<file path="config.mk">
export PLATFORM = sky130hd
export DESIGN_NAME = sbmc_ctrl
export DESIGN_NICKNAME = d
export VERILOG_FILES = /design/src/rtl/core/sbmc_pkg.sv /design/src/rtl/core/sbmc_ctrl.sv
export SDC_FILE = /design/constraint.sdc
export NUM_CORES = 1
export LEC_CHECK = 0
export BUFFER_PORTS_ARGS = -buffer_cell sky130_fd_sc_hd__buf_2
export CAP_MARGIN = 20
export CORE_AREA = 2 2 39 41
export CTS_CLUSTER_SIZE = 28
export DETAILED_ROUTE_END_ITERATION = 7
export DIE_AREA = 0 0 41 43
export PLACE_DENSITY = 0.44
export REMOVE_ABC_BUFFERS = 1
export SLEW_MARGIN = 10
export SYNTH_ARGS = -nofsm -noshare
export SYNTH_HDL_FRONTEND = slang
export SYNTH_SLANG_ARGS = --single-unit
export TNS_END_PERCENT = 10
</file>
<file path="constraint.sdc">
create_clock -name clk -period 2.9 [get_ports clk]
set_clock_uncertainty 0.05 [all_clocks]
set_input_delay 0.58 -clock clk [delete_from_list [all_inputs] [get_ports clk]]
set_output_delay 0.58 -clock clk [all_outputs]
set_load 0.01 [all_outputs]
</file>
<file path="src/rtl/core/sbmc_pkg.sv">
// Shared types and constants for the system bus memory and console block.
package sbmc_pkg;

  localparam logic CMD_READ  = 1'b0;
  localparam logic CMD_WRITE = 1'b1;

  localparam logic [1:0] SZ_BYTE = 2'd0;
  localparam logic [1:0] SZ_HALF = 2'd1;
  localparam logic [1:0] SZ_WORD = 2'd2;
  localparam logic [1:0] SZ_BAD  = 2'd3;

  localparam logic [1:0] ST_OK    = 2'd0;
  localparam logic [1:0] ST_RANGE = 2'd1;
  localparam logic [1:0] ST_ALIGN = 2'd2;
  localparam logic [1:0] ST_SIZE  = 2'd3;

  localparam logic [1:0] CK_CHAR = 2'd0;
  localparam logic [1:0] CK_DEC  = 2'd1;
  localparam logic [1:0] CK_HEX  = 2'd2;

  localparam logic CFG_RAM_BASE = 1'b0;
  localparam logic CFG_CON_BASE = 1'b1;

  localparam logic [31:0] RAM_BASE_RST = 32'h8000_0000;
  localparam logic [31:0] CON_BASE_RST = 32'h1000_0000;

  localparam logic [31:0] CON_SPAN     = 32'd12;
  localparam logic [31:0] CON_OFF_CHAR = 32'd0;
  localparam logic [31:0] CON_OFF_DEC  = 32'd4;
  localparam logic [31:0] CON_OFF_HEX  = 32'd8;

  typedef struct packed {
    logic load;
    logic decode;
    logic check;
    logic finish;
  } sbmc_cmd_t;

endpackage

</file>
<file path="src/rtl/core/sbmc_ctrl.sv">
// Sequencer for one bus word: load, decode, check/access, result.
module sbmc_ctrl import sbmc_pkg::*; (
  input  logic      clk,
  input  logic      rst_n,
  input  logic      start,
  output logic      busy,
  output sbmc_cmd_t cmd,
  output logic      out_valid
);

  localparam logic [1:0] S_IDLE = 2'd0;
  localparam logic [1:0] S_DEC  = 2'd1;
  localparam logic [1:0] S_CHK  = 2'd2;
  localparam logic [1:0] S_MEM  = 2'd3;

  logic [1:0] state_r, state_nxt;
  logic       out_valid_r;

  always_comb begin
    state_nxt = state_r;
    cmd       = '0;
    unique case (state_r)
      S_IDLE: begin
        if (start) begin
          cmd.load  = 1'b1;
          state_nxt = S_DEC;
        end
      end
      S_DEC: begin
        cmd.decode = 1'b1;
        state_nxt  = S_CHK;
      end
      S_CHK: begin
        cmd.check = 1'b1;
        state_nxt = S_MEM;
      end
      S_MEM: begin
        cmd.finish = 1'b1;
        state_nxt  = S_IDLE;
      end
      default: state_nxt = S_IDLE;
    endcase
  end

  always_ff @(posedge clk) begin
    if (!rst_n) begin
      state_r     <= S_IDLE;
      out_valid_r <= 1'b0;
    end else begin
      state_r     <= state_nxt;
      out_valid_r <= cmd.finish;
    end
  end

  assign busy      = (state_r != S_IDLE);
  assign out_valid = out_valid_r;

endmodule

</file>
## After elaboration in Yosys (flattened, before gate mapping)

Index checks and enable logic that the tools add are counted.
Widths: inputs -> output; s select.

- Flip-flop bits (word level): 3
- Input bits: 3
- Output and inout port bits: 6
- Logic and storage cells: 15

- Equality and inequality tests: 4
- Mux-type cells: 7
- Reductions and logical operators: 2

Operator list:

| operator | count |
|---|---|
| $pmux 2 s4 | 1 |
| $mux 1 | 5 |
| $eq 2x2->1 const B | 2 |
| $eq 2x1->1 const B | 1 |
| $logic_not 2->1 | 1 |
| $mux 2 | 1 |
| $ne 2x2->1 const B | 1 |
| $reduce_bool 2->1 | 1 |

## Depth between registers and ports, before layout

- Depth after elaboration: 2
- Mapped depth: 5
- Gate-level depth less buffers: 5

## Worst setup path after synthesis

No wires, ideal clock.

- Path type: flip-flop to output port
- From: register state_r[0]
- To: output cmd[3] (netlist name)
- Arrival: 0.885 ns
- Data required time: 2.270 ns
- Slack: 1.385 ns
- Stages on the path, launching flop included: 4
- Buffers on the path: 0
- Cell sequence: dfxtp_1 > inv_1 > ha_1 > and2_2

RTL lines:

| element | RTL line | text |
|---|---|---|
| start: declaration | sbmc_ctrl.sv:16 | `logic [1:0] state_r, state_nxt;` |
| start signal: assignment | sbmc_ctrl.sv:50 | `state_r <= state_nxt;` |
| end: declaration | sbmc_ctrl.sv:7 | `output sbmc_cmd_t cmd,` |

==> impl_metrics.tcl <==
set metrics [dict create \
    fin_tns_setup_ns 0 \
    final_antenna_net_count 0 \
    drt_first_pass_iters 1 \
    finalCriticalPeriod_ns 1.91 \
    synth-seq-area-share 0.308 \
    synth_commonest_cells "5 x ha_1, 3 x dfxtp_1, 3 x inv_1" \
    max_freq_ghz 0.524 \
    drtIter0Drc 0 \
    antenna_found_initial 0 \
    whs_ns 0.510 \
    synth_edf_count 0 \
    die_h_um 43 \
    synthArstFlopShare 0 \
    final_cells 47 \
    ys_types 11 \
    clockBufferDepth 2 \
    synth_top_area_frac 0.321 \
    slew_headroom 0.918 \
    synth_ff_type "dfxtp_1" \
    fin_crit_sh 0.658 \
    cts_sinks 3 \
    path_max_fanout 4 \
    nets 40 \
    r2r_cells 5 \
    clk_latency_ns 0.23 \
    cts_max_level 1 \
    ys_warn_count 0 \
    synth-seq-cells 3 \
    slowest_delay_ns 0.37 \
    clk_pin_slew_worst_paths_ns 0.04 \
    total_power_w 0.000276 \
    synth_area_um2 195 \
    ctsResizeCount 0 \
    grt_max_degree 5 \
    num_rows 14 \
    cp.required_ns 2.27 \
    viasPerCell 3.43 \
    io_pins 9 \
    worst_ep_arrival_time_ns 1.28 \
    drc 0 \
    r2r-start "state_r[0]" \
    vdd_drop_max_uv 158 \
    cts_tree "done" \
    yosysTopAreaCell "ha_1" \
    die_w_um 41 \
    min_path_type "flop to flop" \
    r2r-end "state_r[1]" \
    critPathKind "flop to output port" \
    overflow 0 \
    syn_to_final_growth_pct 44.2 \
    hold_buffers 0 \
    tightest_slew_ns 0.119 \
    wl_per_cell_um 6.60 \
    syn_avg_cell_area_um2 10.3 \
    vias 161 \
    antenna_cells 0 \
    dieArea_um2 1760 \
    min_path_cells 1 \
    cpMaxStageDelayCell "dfxtp_1" \
    status "finished clean" \
    yosysMostFrequentCell "ha_1" \
    powerDensity_nw_per_um2 981 \
    worst_setup_path_end_kind "output port" \
    cp_top_family "flip-flops" \
    initial_core_util 0.141 \
    portBuffers 8 \
    leakage_nw 0.164 \
    final_max_slew_viol_count 0 \
    cts_made_buffers 3 \
    finalHoldViolCount 0 \
    core_um2 1380 \
    grt_pass1_wl_um 503 \
    cts_root_buf "clkbuf_4" \
    place_inst 43 \
    reg2reg_slack_ns 1.69 \
    gp_congestion 0.543 \
    grtUsageTotal 0.0451 \
    worstPathCellList "inv_1 > ha_1 > and2_2 > buf_2" \
    maxCapViolations 0 \
    cts_setup_buffers 0 \
    rsz0062_at_grt "false" \
    holdPathEnd "state_r[0]" \
    drive_gt1_frac 0.419 \
    cp.buffers_inverters 2 \
    cp.depth 4 \
    grt_pass1_vias 146 \
    hpwl_um 258 \
    finalSetupViolCount 0 \
    wl_um 310 \
    hold_start "state_r[0]" \
    syn_inst 19 \
    final.fill_count 158 \
    critPathLaunchType "flop" \
    ys_top_cells_by_area "ha_1 32%, dfxtp_1 31%, nand2b_4 7.1%, inv_1 5.8%, mux2i_1 5.1%" \
]
-- state kept, by name, summed over array words and instances (netlist names) --
name / cells
out_valid: 1
state_r: 2
-- cells by family after synthesis --
logic type	count (synthesis)	share of synthesized area
AND/OR/NAND/NOR	6	0.212
adder cells (fa/ha/maj)	5	0.321
buffers and inverters	3	0.0577
flip-flops	3	0.308
AO/OA/AOI/OAI	1	0.0513
multiplexers	1	0.0513
-- layout by cell type, fill, tap and decap left out --
cell type  instances
buf_2              8
ha_1               5
inv_1              3
clkbuf_4           3
dfxtp_1            3
and2_2             1
and2_1             1
nand2b_4           1
nor2_1             1
nand2_1            1
o211a_1            1
mux2i_1            1
nor2b_1            1
clkbuf_1           1
-- worst max-delay path by stage --
stage               endpoint  slack (ns)       start
finish                cmd[3]        0.99  state_r[0]
detailed placement    cmd[3]        1.22  state_r[0]
CTS                   cmd[3]        0.97  state_r[0]
global placement      cmd[3]        1.23  state_r[0]
global route          cmd[3]        0.88  state_r[0]
floorplan             cmd[3]        1.38  state_r[0]
-- layout make-up --
cell class / instances / area [um^2] / area share
multi-input cells: 13 / 124 / 0.440
repair buffers: 8 / 40.0 / 0.142
well taps: 16 / 20.0 / 0.0711
clock buffers: 4 / 26.3 / 0.0933
flip-flops and latches: 3 / 60.1 / 0.213
inverters: 3 / 11.3 / 0.0400
-- stage by stage --
| step | instance area [um^2] | setup slack (ns) | utilization |
|---|---|---|---|
| floorplan | 195 | 1.38 | - |
| global placement | 255 | 1.23 | 0.184 |
| detailed placement | 255 | 1.22 | 0.184 |
| CTS | 282 | 0.973 | 0.203 |
| global route | 282 | 0.884 | 0.203 |
| finish | 282 | 0.991 | 0.203 |
-- metal layers --
metal | up-vias | share of wire | global-route usage
met3 | 0 | 0.087 | 0.0314
met4 | 0 | 0 | 0.0400
met5 | - | 0 | 0
li1 | 82 | - | -
met2 | 7 | 0.51 | 0.0625
met1 | 72 | 0.40 | 0.0417
-- where the power goes --
part           total [W]  switching (W)  internal, W
clock          0.0000721      0.0000206    0.0000515
sequential     0.0000678      0.0000125    0.0000553
combinational   0.000136      0.0000733    0.0000629
total           0.000276       0.000106     0.000170
(Power assumes the default switching activity.)
